`src/hw/rtl/cfmp_pkg.sv`:
```
// ----------------------------------------------------------------------------
// cfmp_pkg
// Shared types and constants for the command FIFO method parser.
// ----------------------------------------------------------------------------
package cfmp_pkg;

  localparam int NUM_TEX_UNITS   = 16;
  localparam int NUM_VTX_ATTRIBS = 16;

  localparam int WORD_W  = 32;
  localparam int ADDR_W  = 14;
  localparam int COUNT_W = 11;

  // header types
  localparam logic [2:0] HDR_INC    = 3'd0;
  localparam logic [2:0] HDR_NONINC = 3'd2;

  // result kinds
  localparam logic KIND_WRITE = 1'b0;
  localparam logic KIND_STOP  = 1'b1;

  // target classes
  localparam logic [2:0] TGT_SURFACE = 3'd0;
  localparam logic [2:0] TGT_TEXTURE = 3'd1;
  localparam logic [2:0] TGT_VFMT    = 3'd2;
  localparam logic [2:0] TGT_VOFS    = 3'd3;
  localparam logic [2:0] TGT_OTHER   = 3'd4;

  // method address map
  localparam logic [ADDR_W-1:0] SURF_LO   = 14'h0200;
  localparam logic [ADDR_W-1:0] SURF_HI   = 14'h023C;
  localparam logic [ADDR_W-1:0] TEX_BASE  = 14'h1A00;
  localparam logic [ADDR_W-1:0] TEX_END   = ADDR_W'(32'h1A00 + NUM_TEX_UNITS * 32'h20);
  localparam logic [ADDR_W-1:0] VFMT_BASE = 14'h1740;
  localparam logic [ADDR_W-1:0] VFMT_END  = ADDR_W'(32'h1740 + NUM_VTX_ATTRIBS * 4);
  localparam logic [ADDR_W-1:0] VOFS_BASE = 14'h1680;
  localparam logic [ADDR_W-1:0] VOFS_END  = ADDR_W'(32'h1680 + NUM_VTX_ATTRIBS * 4);

  typedef struct packed {
    logic [2:0] target;
    logic [3:0] index;
    logic [2:0] reg_slot;
  } class_t;

  typedef struct packed {
    logic              kind;
    logic [2:0]        stop_type;
    logic [ADDR_W-1:0] method_addr;
    logic [WORD_W-1:0] method_data;
    class_t            cls;
    logic [WORD_W-1:0] processed_count;
  } result_t;

endpackage

```
`src/hw/rtl/cfmp_classify.sv`:
```
// ----------------------------------------------------------------------------
// cfmp_classify
// Decodes a method byte address into its target class, index and slot.
// ----------------------------------------------------------------------------
module cfmp_classify (
  input  logic [cfmp_pkg::ADDR_W-1:0] addr,
  output cfmp_pkg::class_t            cls
);

  logic [cfmp_pkg::ADDR_W-1:0] tex_off;
  logic [cfmp_pkg::ADDR_W-1:0] vfmt_off;
  logic [cfmp_pkg::ADDR_W-1:0] vofs_off;

  assign tex_off  = addr - cfmp_pkg::TEX_BASE;
  assign vfmt_off = addr - cfmp_pkg::VFMT_BASE;
  assign vofs_off = addr - cfmp_pkg::VOFS_BASE;

  // ranges are checked in priority order
  always_comb begin
    cls.target   = cfmp_pkg::TGT_OTHER;
    cls.index    = 4'd0;
    cls.reg_slot = 3'd0;
    if (addr >= cfmp_pkg::SURF_LO && addr <= cfmp_pkg::SURF_HI) begin
      cls.target = cfmp_pkg::TGT_SURFACE;
    end else if (addr >= cfmp_pkg::TEX_BASE && addr < cfmp_pkg::TEX_END) begin
      cls.target   = cfmp_pkg::TGT_TEXTURE;
      cls.index    = tex_off[8:5];
      cls.reg_slot = tex_off[4:2];
    end else if (addr >= cfmp_pkg::VFMT_BASE && addr < cfmp_pkg::VFMT_END) begin
      cls.target = cfmp_pkg::TGT_VFMT;
      cls.index  = vfmt_off[5:2];
    end else if (addr >= cfmp_pkg::VOFS_BASE && addr < cfmp_pkg::VOFS_END) begin
      cls.target = cfmp_pkg::TGT_VOFS;
      cls.index  = vofs_off[5:2];
    end
  end

endmodule

```
`src/hw/rtl/cfmp_parse.sv`:
```
// ----------------------------------------------------------------------------
// cfmp_parse
// Input word register and header/data parse state; builds one result.
// ----------------------------------------------------------------------------
module cfmp_parse (
  input  logic                        clk,
  input  logic                        rst,
  input  logic                        in_valid,
  output logic                        in_ready,
  input  logic [cfmp_pkg::WORD_W-1:0] cmd_word,
  input  logic                        buf_start,
  input  logic                        res_free,   // result register can load
  output logic                        res_load,
  output cfmp_pkg::result_t           res
);

  logic                         word_vld;
  logic [cfmp_pkg::WORD_W-1:0]  word;
  logic                         start;

  logic [cfmp_pkg::COUNT_W-1:0] words_left, words_left_next;
  logic [cfmp_pkg::ADDR_W-1:0]  cur_method, cur_method_next;
  logic                         step_up, step_up_next;
  logic                         halted, halted_next;
  logic [cfmp_pkg::WORD_W-1:0]  method_count, method_count_next;

  logic [cfmp_pkg::COUNT_W-1:0] eff_left;
  logic [cfmp_pkg::ADDR_W-1:0]  eff_method;
  logic                         eff_step;
  logic                         eff_halted;
  logic [cfmp_pkg::WORD_W-1:0]  eff_count;
  logic [2:0]                   hdr_type;
  logic                         proc;
  logic                         has_res;
  cfmp_pkg::class_t             cls;

  assign proc     = word_vld && res_free;
  assign in_ready = !word_vld || proc;
  assign res_load = proc && has_res;
  assign hdr_type = word[31:29];

  // a buffer start clears the parser before the word is used
  assign eff_left   = start ? '0 : words_left;
  assign eff_method = start ? '0 : cur_method;
  assign eff_step   = start ? 1'b0 : step_up;
  assign eff_halted = start ? 1'b0 : halted;
  assign eff_count  = start ? '0 : method_count;

  cfmp_classify u_classify (
    .addr (eff_method),
    .cls  (cls)
  );

  always_comb begin
    words_left_next   = eff_left;
    cur_method_next   = eff_method;
    step_up_next      = eff_step;
    halted_next       = eff_halted;
    method_count_next = eff_count;
    has_res           = 1'b0;
    res               = '0;
    res.processed_count = eff_count;
    if (eff_halted) begin
      has_res = 1'b0;
    end else if (eff_left == '0) begin
      if (hdr_type == cfmp_pkg::HDR_INC || hdr_type == cfmp_pkg::HDR_NONINC) begin
        words_left_next = word[28:18];
        cur_method_next = {word[12:2], 2'b00};
        step_up_next    = (hdr_type == cfmp_pkg::HDR_INC);
      end else begin
        halted_next     = 1'b1;
        words_left_next = '0;
        has_res         = 1'b1;
        res.kind        = cfmp_pkg::KIND_STOP;
        res.stop_type   = hdr_type;
      end
    end else begin
      method_count_next   = eff_count + 1'b1;
      words_left_next     = eff_left - 1'b1;
      if (eff_step) begin
        cur_method_next = eff_method + cfmp_pkg::ADDR_W'(4);
      end
      has_res             = 1'b1;
      res.kind            = cfmp_pkg::KIND_WRITE;
      res.method_addr     = eff_method;
      res.method_data     = word;
      res.cls             = cls;
      res.processed_count = method_count_next;
    end
  end

  always_ff @(posedge clk) begin
    if (rst) begin
      word_vld     <= 1'b0;
      words_left   <= '0;
      cur_method   <= '0;
      step_up      <= 1'b0;
      halted       <= 1'b0;
      method_count <= '0;
    end else begin
      if (in_ready) begin
        word_vld <= in_valid;
      end
      if (proc) begin
        words_left   <= words_left_next;
        cur_method   <= cur_method_next;
        step_up      <= step_up_next;
        halted       <= halted_next;
        method_count <= method_count_next;
      end
    end
  end

  always_ff @(posedge clk) begin
    if (in_ready && in_valid) begin
      word  <= cmd_word;
      start <= buf_start;
    end
  end

endmodule

```
`src/hw/rtl/gpu_command_fifo_method_parser.sv`:
```
// ----------------------------------------------------------------------------
// gpu_command_fifo_method_parser
// Parses command-buffer words into method writes with target decode, and stop results.
// ----------------------------------------------------------------------------
// One word is taken per clock while the output register is free. Each accepted
// word is held in an input register and parsed against the header state, and
// its result (if any) is loaded into the output register, which presents it.
// Headers and ignored words give no result, but they also wait while the
// output register holds an unread result. The input register frees whenever
// the output register is empty or being read, so the rate stays one word per
// cycle as long as results are taken.
module gpu_command_fifo_method_parser (
  input  logic        clk,
  input  logic        rst,
  input  logic        in_valid,
  output logic        in_ready,
  input  logic [31:0] cmd_word,
  input  logic        buf_start,
  output logic        out_valid,
  input  logic        out_ready,
  output logic        kind,
  output logic [2:0]  stop_type,
  output logic [13:0] method_addr,
  output logic [31:0] method_data,
  output logic [2:0]  target,
  output logic [3:0]  target_index,
  output logic [2:0]  target_reg,
  output logic [31:0] processed_count
);

  logic              res_free;
  logic              res_load;
  cfmp_pkg::result_t res;
  cfmp_pkg::result_t res_q;

  assign res_free = !out_valid || out_ready;

  cfmp_parse u_parse (
    .clk       (clk),
    .rst       (rst),
    .in_valid  (in_valid),
    .in_ready  (in_ready),
    .cmd_word  (cmd_word),
    .buf_start (buf_start),
    .res_free  (res_free),
    .res_load  (res_load),
    .res       (res)
  );

  always_ff @(posedge clk) begin
    if (rst) begin
      out_valid <= 1'b0;
    end else if (res_free) begin
      out_valid <= res_load;
    end
  end

  always_ff @(posedge clk) begin
    if (res_load) begin
      res_q <= res;
    end
  end

  assign kind            = res_q.kind;
  assign stop_type       = res_q.stop_type;
  assign method_addr     = res_q.method_addr;
  assign method_data     = res_q.method_data;
  assign target          = res_q.cls.target;
  assign target_index    = res_q.cls.index;
  assign target_reg      = res_q.cls.reg_slot;
  assign processed_count = res_q.processed_count;

endmodule
```
`config.mk`:
```
export PLATFORM = sky130hd
export DESIGN_NAME = gpu_command_fifo_method_parser
export DESIGN_NICKNAME = d
export VERILOG_FILES = /design/src/hw/rtl/cfmp_pkg.sv /design/src/hw/rtl/cfmp_classify.sv /design/src/hw/rtl/cfmp_parse.sv /design/src/hw/rtl/gpu_command_fifo_method_parser.sv
export SDC_FILE = /design/constraint.sdc
export NUM_CORES = 1
export LEC_CHECK = 0
export ABC_AREA = 1
export BUFFER_PORTS_ARGS = -buffer_cell sky130_fd_sc_hd__buf_4
export CAP_MARGIN = 20
export CELL_PAD_IN_SITES_DETAIL_PLACEMENT = 0
export CELL_PAD_IN_SITES_GLOBAL_PLACEMENT = 1
export CORE_UTILIZATION = 43
export DETAILED_ROUTE_END_ITERATION = 8
export PLACE_DENSITY_LB_ADDON = 0.1
export SYNTH_ARGS = -nofsm -noshare
export SYNTH_HDL_FRONTEND = slang
export SYNTH_SLANG_ARGS = --single-unit
```
`constraint.sdc`:
```
create_clock -name clk -period 5.5 [get_ports clk]
set_clock_uncertainty 0.1 [all_clocks]
set_input_delay 1.1 -clock clk [delete_from_list [all_inputs] [get_ports clk]]
set_output_delay 1.1 -clock clk [all_outputs]
set_load 0.05 [all_outputs]
```
# Yosys cells after proc, flatten, opt, wreduce, memory -nomap -nowiden

Index checks and enable logic that the tools add are counted.

Logic and storage cells: 85
Register bits: 186
Input port bits: 37
RAM bits: 0
Output and inout port bits: 94
Bits in read-only memories: 0
Bits in latches: 0
Memories: 0

Magnitude comparators: 8
Mux-type cells: 28
$add $sub $neg: 6
Shifts and indexed selects: 0
Div/mod/pow operators: 0
Eq/ne operators: 1
$mul: 0
Bitwise logic cells: 2
Reduce and logical (&&, ||, !) cells: 21

Operators with widths:

| cell                                                                                   | number |
|---|---|
| 32-bit two-way mux                                                                     | 5 |
| 14-bit two-way mux                                                                     | 5 |
| 11-bit two-way mux                                                                     | 4 |
| 14-bit by 13-bit greater-or-equal comparator with 1-bit output (second input constant) | 3 |
| 14-bit by 13-bit < comparator with 1-bit output (second input constant)                | 3 |
| 32-bit by 1-bit adder with 32-bit output (second input constant)                       | 1 |
| 7-bit two-way mux                                                                      | 3 |
| 14-bit by 3-bit adder with 14-bit output (second input constant)                       | 1 |
| 14-bit by 10-bit greater-or-equal comparator with 1-bit output (second input constant) | 1 |
| 14-bit by 10-bit <= comparator with 1-bit output (second input constant)               | 1 |
| 6-bit by 1-bit subtractor with 6-bit output (second input constant)                    | 2 |
| 11-bit logical NOT                                                                     | 1 |
| 11-bit by 1-bit subtractor with 11-bit output (second input constant)                  | 1 |
| 1-bit two-way mux                                                                      | 10 |
| 9-bit by 1-bit subtractor with 9-bit output (second input constant)                    | 1 |
| 4-bit OR reduction                                                                     | 2 |
| 1-bit logical AND                                                                      | 7 |
| 3-bit OR reduction                                                                     | 2 |
| 5-bit OR reduction                                                                     | 1 |
| 4-bit two-way mux                                                                      | 1 |
| 2-bit OR reduction                                                                     | 2 |
| 3-bit by 2-bit == test with 1-bit output (second input constant)                       | 1 |
| 3-bit logical NOT                                                                      | 1 |
| 1-bit logical OR                                                                       | 3 |
| other kinds (2)                                                                        | 4 |

# Logic depth before layout (Yosys ltp)

Gate-level depths: netlist (run 1).

Depth in word-level cells: 6
Depth in mapped cells: 17
Mapped depth without buffers: 14

# By module

Synthesis (run 1) repeated with hierarchy kept, for this count alone.

Cells, all modules: 1028
Area total of the unflattened synthesis: 8967.4 sq um

By module, submodules not included:

| module                         | sequential area each (sq um) | area each (sq um) | times used | cells an instance |
|---|---|---|---|---|
| cfmp_parse                     | 2192.1                       | 5920.7            | 1          | 879 |
| gpu_command_fifo_method_parser | 2782.7                       | 2805.2            | 1          | 97 |
| cfmp_classify                  | 0.0                          | 241.5             | 1          | 52 |

# Worst setup path after synthesis (run 1)

No wires, ideal clock.

Kind: in2reg
From: in out_ready
To: reg res_q, in the netlist kind, enable pin
Slack: 1236 ps
Arrival: 3718 ps
Required time: 4954 ps
Stages: 8
Path buffers: 2
Setup time: 446 ps
Cell sequence: inv_1 -> nand2_1 -> nand2_1 -> buf_2 -> nor2_1 -> clkbuf_1 -> nand2_1 -> inv_1

Cells in the longest elaborated chain, start to end: 3

Ends and longest elaborated chain:

| what                 | RTL line                             | text |
|---|---|---|
| from (decl)          | gpu_command_fifo_method_parser.sv:20 | `input logic out_ready,` |
| 1-bit logical OR     | gpu_command_fifo_method_parser.sv:36 | `assign res_free = !out_valid \|\| out_ready;` |
| 1-bit logical AND    | cfmp_parse.sv:37                     | `assign proc = word_vld && res_free;` |
| 1-bit logical AND    | cfmp_parse.sv:39                     | `assign res_load = proc && has_res;` |
| net res_load         | gpu_command_fifo_method_parser.sv:32 | `logic res_load;` |
| to (signal assigned) | gpu_command_fifo_method_parser.sv:60 | `res_q <= res;` |
| to (decl)            | gpu_command_fifo_method_parser.sv:34 | `cfmp_pkg::result_t res_q;` |

The timed path passes the listed nets, and every way through them passes these cells.
A chain may end at the register's enable or synchronous reset.

# Worst setup path in the final report (run 1)

From: reg u_parse.start
To: reg res_q, in the netlist method_data[27], enable pin

Cells in the longest elaborated chain, start to end: 5
Elaborated cells on any way between the ends: 6
Classes of those cells: 4 x mux; 2 x reduce/logical

Ends and longest elaborated chain:

| what                   | RTL line                             | text |
|---|---|---|
| from (decl)            | cfmp_parse.sv:19                     | `logic start;` |
| from (signal assigned) | cfmp_parse.sv:117                    | `start <= buf_start;` |
| 11-bit two-way mux     | cfmp_parse.sv:43                     | `assign eff_left = start ? '0 : words_left;` |
| 11-bit logical NOT     | cfmp_parse.sv:65                     | `end else if (eff_left == '0) begin` |
| 1-bit two-way mux      | cfmp_parse.sv:65                     |  |
| 1-bit two-way mux (*)  | cfmp_parse.sv:63                     | `if (eff_halted) begin` |
| 1-bit logical AND (*)  | cfmp_parse.sv:39                     |  |
| net res_load           | gpu_command_fifo_method_parser.sv:32 |  |

Mark *: on every way through the listed nets, which the timed path passes. The rest lies on a longest branch.

==> results of run 1 <==
[layout make-up]
| class | count | share of cell area (%) |
|---|---|---|
| Multi-Input combinational cell | 648 | 29.2 |
| Inverter | 176 | 6.24 |
| Antenna cell | 1 | 0.0234 |
| Timing Repair Buffer | 135 | 9.61 |
| Clock inverter | 15 | 1.22 |
| Clock buffer | 17 | 3.98 |
| Sequential cell | 186 | 46.6 |
| Tap cell | 270 | 3.16 |
[cells in the mapped netlist (2+ instances only)]
cell type / instances
buf_6: 4
a31oi_1: 7
nor2_2: 17
o21ai_0: 62
nand4_1: 17
nand2_1: 195
nor2_4: 8
ha_1: 4
nor3_1: 12
inv_1: 169
inv_2: 6
a21oi_1: 52
clkbuf_1: 15
dfxtp_1: 61
xnor2_1: 4
edfxtp_1: 125
nand3b_1: 12
o21ai_1: 12
xor2_1: 10
buf_2: 10
nand3_1: 55
nand2_2: 10
buf_4: 6
nand2_4: 3
nor2_1: 156
nand3_2: 2
[power by group]
group          internal (µW)  switching [µW]  total (µW)
sequential              1610            45.1        1650
clock                    595             589        1180
combinational            173             498         671
[how the worst min path moves through the flow]
stage / cells past startpoint / to / start
after floorplan: 2 / u_parse.cur_method[1] / u_parse.cur_method[1]
after global placement: 2 / u_parse.cur_method[1] / u_parse.cur_method[1]
after detailed placement: 2 / u_parse.cur_method[0] / u_parse.cur_method[0]
after CTS: 2 / u_parse.cur_method[0] / u_parse.cur_method[0]
after global routing: 2 / u_parse.cur_method[1] / u_parse.cur_method[1]
final: 2 / u_parse.cur_method[0] / u_parse.cur_method[0]
[stage by stage]
step	worst slack (ns)	power [µW]	util (%)	cell area, µm²	hold slack, ns
2_1_floorplan	1.24	2180	-	8970	0.336
3_3_place_gp	1.78	2360	49.7	10100	0.348
3_5_place_dp	1.63	2360	49.7	10100	0.361
4_1_cts	1.57	3540	52.4	10700	0.372
5_1_grt	1.28	3650	52.5	10700	0.386
6_report	1.62	3510	52.5	10700	0.373
[metal layers]
metal | global-route usage (%) | up-vias | routed length [µm]
li1 | - | 3601 | -
met1 | 29.1 | 3239 | 10700
met2 | 31.7 | 197 | 9340
met3 | 3.56 | 28 | 881
met4 | 7.29 | 0 | 383
met5 | 0 | - | 0
[kinds of logic after synthesis]
| kind of cell | count (synthesis) | share of synthesized area, % |
|---|---|---|
| and+or+nand+nor | 493 | 24.9 |
| buffers and inverters | 213 | 9.82 |
| xor gates and xnor gates | 14 | 1.37 |
| DFF | 186 | 55.4 |
| AOI/OAI and AO/OA | 137 | 7.95 |
| adders and majority gates | 4 | 0.558 |
[critical path: cells and delay by family, from the launching register on]
| kind | cells | cell delay [ns] |
|---|---|---|
| flops | 1 | 0.76 |
| simple gates | 7 | 1.27 |
| fa+ha+maj | 1 | 0.20 |
| buf+inv | 3 | 1.22 |
==> results by group, run 1 <==
Outcome
  – Status: finished, final reports clean

Critical path
  – Worst reg2reg endpoint: method_data[27]
  – R2R cell count: 11
  – Critical path's slowest cell: edfxtp_1
  – Worst Setup EP: method_data[27]
  – Critical Setup Path Class: flop to flop
  – Critical path arrival: 3.94 ns
  – Worst EP required: 5.56 ns
  – Crit-path max cell delay: 0.76 ns
  – Crit path cell chain: inv_6 > nand2_2 > ha_1 > nand2_1 > nor2_2 > nand2_1 > nor2_2 > nand2_1 > nand2_1 > clkinv_2 > buf_12
  – Crit end category: flop
  – Kind of start point of the critical path: flop
  – Critical-path maximum fanout: 63
  – FF-to-FF setup slack: 1.62 ns
  – RR Startpoint: u_parse.start
  – Crit path from: u_parse.start
  – Critical path's most frequent cell: nand2_1

Power
  – Pleak: 0.00465 µW
  – Max IR drop VDD: 243 µV
  – Pwr Density: 328 nW/µm²

Clock network
  – CTS H-tree depth: 4
  – Longest Clk Path Bufs: 2
  – CTS tree: built
  – Setup Buffers After CTS: 0
  – Post-CTS Hold Fix Bufs: 0
  – Clk_lat worst skew: 0.44 ns
  – Cts bufs inserted: 17
  – Post-cts resize count: 0
  – CTS root buffer: clkbuf_16
  – Clock transition at path regs: 0.07 ns
  – Sink Count: 186

Final layout
  – Area of the multi-input gates: 3120 µm²
  – Nets: 1205
  – Area Growth Syn to Fin: 19.0%
  – Proportion of layout cells with a drive suffix above 1: 18.6%
  – Commonest non-fill, non-tap cell in the layout: nand2_1
  – Most frequent cells in the layout: nand2_1 (195), inv_1 (168), nor2_1 (156)
  – Register area: 4970 µm²
  – Fillers: 1973
  – Non-Filler Instances: 1448

Logic synthesis
  – Syn Nets: 1088
  – Avg Cell Area, Syn: 8.57 µm²
  – Ys flop type: edfxtp_1
  – Sequential share of the synthesized area: 55.4%
  – Mapped cell area: 8970 µm²
  – Cell variety after synth: 39
  – Asr flop ratio synth: 0%
  – Post-synth EDFFs: 125
  – Mapped Cells: 1047
  – Post-synth top area share: 41.8%
  – FF+latch count, synth: 186
  – Area leader, netlist: edfxtp_1
  – Synth Warn #: 0
  – Top area cells in the synthesized netlist: edfxtp_1 (42%), dfxtp_1 (14%), nand2_1 (8.2%)

Die
  – Num rows: 52
  – Die height: 146 µm
  – Die area: 21500 µm²
  – Number of I/O pins: 131
  – Core Box Area: 20400 µm²
  – Die X: 146 µm
  – Initial Util: 44.1%

STA
  – RSZ-0062 raised after global routing: false
  – Min cycle time layout: 3.88 ns
  – Final setup fails: 0
  – Setup Total Neg Slack: 0 ns
  – Worst-margin pin slew: 0.955 ns
  – Peak Freq: 257 MHz
  – Final Max Slew Viols: 0
  – Worst slew margin: 36.2%
  – Final Hold Fails: 0
  – Final Cycle Share: 70.6%

Routing
  – Detail Route Antenna Nets: 0
  – Via count: 7065
  – Routed vias/inst: 4.88
  – DRT iter0 DRCs: 422
  – Routed WL: 21300 µm
  – Drt wl/cell: 14.7 µm
  – Pre-antenna DRT Iters: 5
  – Drt drc: 0

Placed design
  – RePlAce Congestion: 0.844
  – Inst Count DP: 1415
  – DP HPWL: 14100 µm
  – Port Buffer Count: 130

Global route
  – Gr ovfl total: 0
  – GRT Total Usage: 20.6%
  – Antenna violations before repair: 1
  – Largest net degree at the start of global routing: 68
  – Vias in the first global route: 6595
  – First-pass GRT wire length: 34300 µm

Job
  – Max-capacitance violation count: 0

Min path
  – HP Class: flop to flop
Note: power is estimated with default switching activity, not from simulation.
==> inputs of run 2 (changes only) <==
- ABC_AREA: 1 -> 0
- CORE_UTILIZATION: 43 -> 40
- clock period: 5.5 -> 3.3 ns (I/O delays scaled with it)
==> run 2 against run 1 <==
  * Clock power is 65% higher
  * Sequential share of layout area up 1.2 points
  * Global-route usage is essentially flat
  * Register-to-register slack worse by 1.3 ns
  * Hold slack lost 0.078 ns
==> results by group, run 2 <==
Critical path
  – Critical path's slowest cell: nor2_4
  – Crit end category: flop
  – Critical Setup Path Class: flop to flop
  – FF-to-FF setup slack: 0.27 ns
  – Kind of start point of the critical path: flop
  – Crit path buf inv count: 3
  – Crit-path max cell delay: 0.79 ns
  – Critical path arrival: 3.02 ns
  – Crit path cell chain: inv_4 > nand2_1 > ha_4 > or3b_2 > nor3_1 > buf_4 > nor2_4 > buf_12
  – Critical-path maximum fanout: 59
  – Worst EP required: 3.30 ns
  – CP top delay family: simple AND/OR/NAND/NOR gates

STA
  – Worst-margin pin slew: 1.07 ns
  – Final Max Slew Viols: 0
  – RSZ-0062 raised after global routing: false
  – Final setup fails: 0
  – Final Cycle Share: 91.7%
  – Worst slew margin: 28.6%
  – Worst hold margin: 0.295 ns
  – Min cycle time layout: 3.03 ns
  – Peak Freq: 330 MHz
  – Final Hold Fails: 0

Routing
  – DRT iter0 DRCs: 534
  – Drt wl/cell: 18.2 µm
  – Pre-antenna DRT Iters: 5
  – Routed vias/inst: 5.52
  – Via count: 6610
  – Drt drc: 0
  – Detail Route Antenna Nets: 0
  – Routed WL: 21800 µm

Global route
  – Largest net degree at the start of global routing: 60
  – Antenna violations before repair: 0
  – First-pass GRT wire length: 34500 µm
  – Gr ovfl total: 0
  – Vias in the first global route: 6461
  – GRT Total Usage: 20.6%

Final layout
  – Final Util: 50.9%
  – Nets: 956
  – Area of the multi-input gates: 3260 µm²
  – Fillers: 1866
  – Register area: 4970 µm²
  – Proportion of layout cells with a drive suffix above 1: 22.8%
  – Commonest non-fill, non-tap cell in the layout: buf_4
  – Most frequent cells in the layout: buf_4 (158), edfxtp_1 (125), nor2_1 (73)
  – Area Growth Syn to Fin: 23.1%
  – Antenna cells: 0

Die
  – Number of I/O pins: 131
  – Initial Util: 41.3%
  – Num rows: 52
  – Die height: 148 µm
  – Die X: 148 µm
  – Die area: 21800 µm²
  – Core Box Area: 20500 µm²

Logic synthesis
  – Ys flop type: edfxtp_1
  – FF+latch count, synth: 186
  – Post-synth top cells: edfxtp_1 (125), nor2_1 (74), dfxtp_1 (61)
  – Sequential share of the synthesized area: 58.7%
  – Syn Nets: 827
  – Post-synth EDFFs: 125
  – Post-synth top area share: 44.3%
  – Cell variety after synth: 72
  – Fraction of synthesized cell area in xor and xnor cells: 3.31%
  – Asr flop ratio synth: 0%
  – Synth Warn #: 0
  – Avg Cell Area, Syn: 10.8 µm²
  – Count leader, synth: edfxtp_1
  – Area leader, netlist: edfxtp_1
  – Mapped cell area: 8470 µm²
  – Mux cell area share after synthesis: 0.606%
  – Adder-cell share of the synthesized area: 0.591%
  – Simple-Gate Fraction of Synth Area: 21.2%
  – Post-synthesis compound-gate area fraction: 12.6%
  – Main combinational cell family by area after synthesis: simple AND/OR/NAND/NOR gates
  – Mapped Cells: 786
  – Top area cells in the synthesized netlist: edfxtp_1 (44%), dfxtp_1 (14%), and2_1 (3.8%)

Clock network
  – Post-CTS Hold Fix Bufs: 0
  – Longest Clk Path Bufs: 2
  – CTS tree: built
  – Setup Buffers After CTS: 0
  – Cts bufs inserted: 17
  – Clock transition at path regs: 0.08 ns
  – Sink Count: 186
  – CTS root buffer: clkbuf_16
  – Clk_lat worst skew: 0.43 ns
  – CTS H-tree depth: 4
  – Post-cts resize count: 0

Power
  – Total power: 5690 µW
  – Pwr Density: 546 nW/µm²
  – Pleak: 0.00374 µW
  – Max IR drop VDD: 384 µV

Placed design
  – RePlAce Congestion: 0.831
  – Port Buffer Count: 130
  – DP HPWL: 14800 µm

Job
  – Max-capacitance violation count: 0

Outcome
  – Status: finished, final reports clean

Min path
  – HP Class: primary input to flop
-- run 2: cell count changes after synthesis, moves of 10 or more --
cell,delta
inv_1,-161
nand2_1,-141
nor2_1,-82
and2_1,+51
nand3_1,-25
o21ai_0,-23
nor2b_1,+22
clkbuf_1,+21
or3_1,+18
nor2_2,-16
xnor2_1,+15
a31oi_1,+14
o21ai_1,-11
nand2_2,-10
-- run 2: power by group --
part	switching, µW	internal (µW)	leakage [µW]	total (µW)
Clock	957	997	0.000276	1950
Sequential	69.7	2640	0.00167	2710
Combinational	702	328	0.00179	1030
-- run 2: layout make-up --
| class | instances | share of cell area, % |
|---|---|---|
| Multi-Input combinational cell | 540 | 31.3 |
| Sequential cell | 186 | 47.7 |
| Timing Repair Buffer | 161 | 12.0 |
| Clock buffer | 17 | 4.08 |
| Inverter | 9 | 0.348 |
| Tap cell | 270 | 3.24 |
| Clock inverter | 15 | 1.33 |
-- run 2: final timing paths --
path / startpoint / to / cells after the start
hold / removal: cmd_word[15] / u_parse.word[15] / 1
setup / recovery: u_parse.start / method_addr[1] / 8
setup reg to reg: u_parse.start / method_addr[1] / 8
hold reg to reg: u_parse.cur_method[0] / u_parse.cur_method[0] / 1
-- run 2: through the flow --
step	std cells	TNS (ns)	setup slack, ns	instance area (µm²)
finish	1198	0	0.273	10400
global placement	1166	0	0.310	9860
global route	1198	0	0.0858	10400
CTS	1198	0	0.215	10400
floorplan	786	-13.26	-0.144	8520
detailed placement	1166	0	0.249	9860
-- run 2: cells by family after synthesis --
| logic type | count (synthesis) |
|---|---|
| XOR/XNOR | 32 |
| flip-flops | 186 |
| adder cells (fa/ha/maj) | 4 |
| buffers and inverters | 60 |
| AO/OA/AOI/OAI | 164 |
| multiplexers | 5 |
| AND/OR/NAND/NOR | 335 |
-- run 2: metal layers --
metal / share of wire (%) / global-route usage [%]
met1: 44 / 26.9
met2: 48 / 33.9
met3: 6.1 / 3.98
met4: 1.9 / 7.53
met5: 0 / 0
==> inputs of run 3 (changes only) <==
- CORE_UTILIZATION: 40 -> 41
- HOLD_SLACK_MARGIN: default -> 0.02
- SYNTH_HIERARCHICAL: default -> 1
==> run 3 against run 2 <==
  * Hold slack worse by 0.0025 ns
  * Synthesized area grew 4.9%
  * Total power barely moved
  * Critical endpoint is now u_parse/cur_method[2]
  * Sequential share of layout area decreased by 1.8 points
  * Global-route usage up 1.3 points
  * Flip-flop and latch count stayed put
  * Critical path depth unchanged
  * Cell count up 3.9%
  * Worst setup slack better by 0.14 ns
  * Combinational power about the same
  * Fmax is 4.7% higher
==> results by group, run 3 <==
Clock network
  – CTS root buffer: clkbuf_16
  – Clock transition at path regs: 0.07 ns
  – Post-cts resize count: 0
  – Post-CTS Hold Fix Bufs: 0
  – Cts bufs inserted: 17
  – Sink Count: 186
  – Longest Clk Path Bufs: 2
  – CTS H-tree depth: 4
  – Clk_lat worst skew: 0.44 ns
  – CTS tree: built
  – Setup Buffers After CTS: 0

Power
  – Pleak: 0.00393 µW
  – Gate power share: 18.3%
  – Total power: 5690 µW
  – Int Power: 3950 µW
  – Pwr Density: 525 nW/µm²
  – Max IR drop VDD: 307 µV
  – Clk network pwr share: 34.3%
  – Sw power: 1740 µW
  – Fraction of power consumed by sequential logic: 47.4%
  – Sw frac: 30.5%

Critical path
  – RR Startpoint: u_parse/start
  – FF-to-FF setup slack: 0.41 ns
  – Worst Setup EP: u_parse/cur_method[2]
  – Critical path arrival: 3.11 ns
  – Crit end category: flop
  – R2R cell count: 8
  – Worst EP required: 3.52 ns
  – Worst reg2reg endpoint: u_parse/cur_method[2]
  – Critical Setup Path Class: flop to flop
  – Kind of start point of the critical path: flop
  – Crit path from: u_parse/start
  – Critical-path maximum fanout: 29

Logic synthesis
  – Asr flop ratio synth: 0%
  – Main combinational cell family by area after synthesis: simple AND/OR/NAND/NOR gates
  – Post-synth top area share: 42.3%
  – Simple-Gate Fraction of Synth Area: 23.2%
  – Avg Cell Area, Syn: 10.7 µm²
  – Mux cell area share after synthesis: 0.507%
  – Syn Nets: 871
  – Adder-cell share of the synthesized area: 0.563%
  – Post-synthesis compound-gate area fraction: 13.8%
  – Count leader, synth: edfxtp_1
  – Cell variety after synth: 83
  – Area leader, netlist: edfxtp_1
  – Post-synth top cells: edfxtp_1 (125), nand2_1 (69), dfxtp_1 (61)
  – Top area cells in the synthesized netlist: edfxtp_1 (42%), dfxtp_1 (14%), and2_1 (3.9%)
  – Ys flop type: edfxtp_1
  – Mapped cell area: 8880 µm²
  – FF+latch count, synth: 186
  – Sequential share of the synthesized area: 56.0%
  – Synth Warn #: 6
  – Mapped Cells: 830
  – Post-synth EDFFs: 125
  – Fraction of synthesized cell area in xor and xnor cells: 2.47%

STA
  – Final Cycle Share: 87.6%
  – Final setup fails: 0
  – Final Max Slew Viols: 0
  – Min cycle time layout: 2.89 ns
  – Final setup margin: 0.409 ns
  – Peak Freq: 346 MHz
  – Final Hold Fails: 0
  – Worst slew margin: 46.3%
  – Worst-margin pin slew: 0.798 ns
  – RSZ-0062 raised after global routing: false

Global route
  – First-pass GRT wire length: 37100 µm
  – Largest net degree at the start of global routing: 63
  – Vias in the first global route: 6915
  – GRT Total Usage: 21.9%
  – Antenna violations before repair: 0
  – Gr ovfl total: 0

Die
  – Num rows: 53
  – Number of I/O pins: 131
  – Die height: 149 µm
  – Die X: 149 µm
  – Core Box Area: 21200 µm²
  – Initial Util: 42.0%
  – Die area: 22300 µm²

Routing
  – DRT iter0 DRCs: 555
  – Routed vias/inst: 5.72
  – Routed WL: 23400 µm
  – Drt wl/cell: 18.8 µm
  – Wl on met1: 10500 µm
  – Via count: 7120
  – Met3 wire length: 1460 µm
  – Pre-antenna DRT Iters: 5
  – Detail Route Antenna Nets: 0
  – Routed wl met2: 11100 µm
  – Drt drc: 0
  – Top layer in use: met4

Final layout
  – Antenna cells: 0
  – Most frequent cells in the layout: buf_4 (156), edfxtp_1 (125), nand2_1 (68)
  – Nets: 998
  – Area Growth Syn to Fin: 21.9%
  – Commonest non-fill, non-tap cell in the layout: buf_4
  – Fillers: 1906
  – Finished Cell Area: 10800 µm²
  – Proportion of layout cells with a drive suffix above 1: 23.0%

Placed design
  – Post-place setup slack: 0.439 ns
  – RePlAce Congestion: 0.858
  – Port Buffer Count: 130
  – Placed cell area: 10300 µm²
  – DP HPWL: 16300 µm

Outcome
  – Status: finished, final reports clean

Min path
  – HP Class: primary input to flop

Job
  – Max-capacitance violation count: 0
[run 3: cell count changes after synthesis, sizes merged, moves of 6 or more]
cell	delta
a21oi	-6
nor2	-21
nand2	+16
nand3b	-6
a22oi	-6
or4	+8
inv	+10
and3	+8
[run 3: how the worst min path moves through the flow]
stage                                  from                      end  depth (start not counted)
floorplan             u_parse/cur_method[0]    u_parse/cur_method[0]                          1
global placement    u_parse/method_count[8]  u_parse/method_count[8]                          2
detailed placement    u_parse/cur_method[0]    u_parse/cur_method[0]                          1
CTS                            cmd_word[17]         u_parse/word[17]                          1
global route                   cmd_word[29]         u_parse/word[29]                          1
finish                         cmd_word[16]         u_parse/word[16]                          1
[run 3: final cells by class]
| class | count | area [µm²] | area share (%) |
|---|---|---|---|
| Tap cell | 275 | 344 | 3.18 |
| Inverter | 18 | 70.1 | 0.647 |
| Sequential cell | 186 | 4970 | 46.0 |
| Multi-Input combinational cell | 575 | 3650 | 33.7 |
| Clock buffer | 17 | 425 | 3.93 |
| Clock inverter | 15 | 130 | 1.20 |
| Timing Repair Buffer | 159 | 1230 | 11.4 |
[run 3: cells by family (layout without fill, tap and decap cells)]
logic type | count (synthesis) | count (layout)
AO/OA/AOI/OAI | 181 | 181
XOR/XNOR | 25 | 25
adder cells (fa/ha/maj) | 4 | 4
buffers and inverters | 69 | 209
flip-flops | 186 | 186
multiplexers | 4 | 4
AND/OR/NAND/NOR | 361 | 361
[run 3: power groups by stage]
| stage | Sequential [µW] | Clock, µW | Combinational (µW) |
|---|---|---|---|
| CTS | 2700 | 2000 | 1040 |
| detailed placement | 2750 | 0 | 1040 |
| global placement | 2750 | 0 | 1020 |
| finish | 2700 | 1950 | 1040 |
| floorplan | 2960 | 0 | 481 |
| global route | 2710 | 2090 | 1110 |
[run 3: metal layers]
layer / vias up / track usage (%)
met5: - / 0
met4: 0 / 8.32
met3: 34 / 4.37
met2: 261 / 34.3
met1: 3459 / 29.8
li1: 3366 / -
[run 3: worst max-delay path: stages, from the launching register on]
cell       delay (ns)
edfxtp_1         0.50
nand2b_1         0.27
ha_4             0.20
mux2_4           0.29
a31oi_4          0.42
buf_4            0.34
and3_1           0.24
a211oi_1         0.07
a2111oi_0        0.33
[run 3: through the flow]
step                      setup TNS, ns  hold WS (ns)  std cells  utilization, %
after floorplan                  -29.19         0.332        830               -
after global placement                0         0.361       1213            48.5
after detailed placement              0         0.365       1213            48.5
after CTS                             0         0.274       1245            51.2
after global routing                  0         0.261       1245            51.2
final                                 0         0.292       1245            51.2
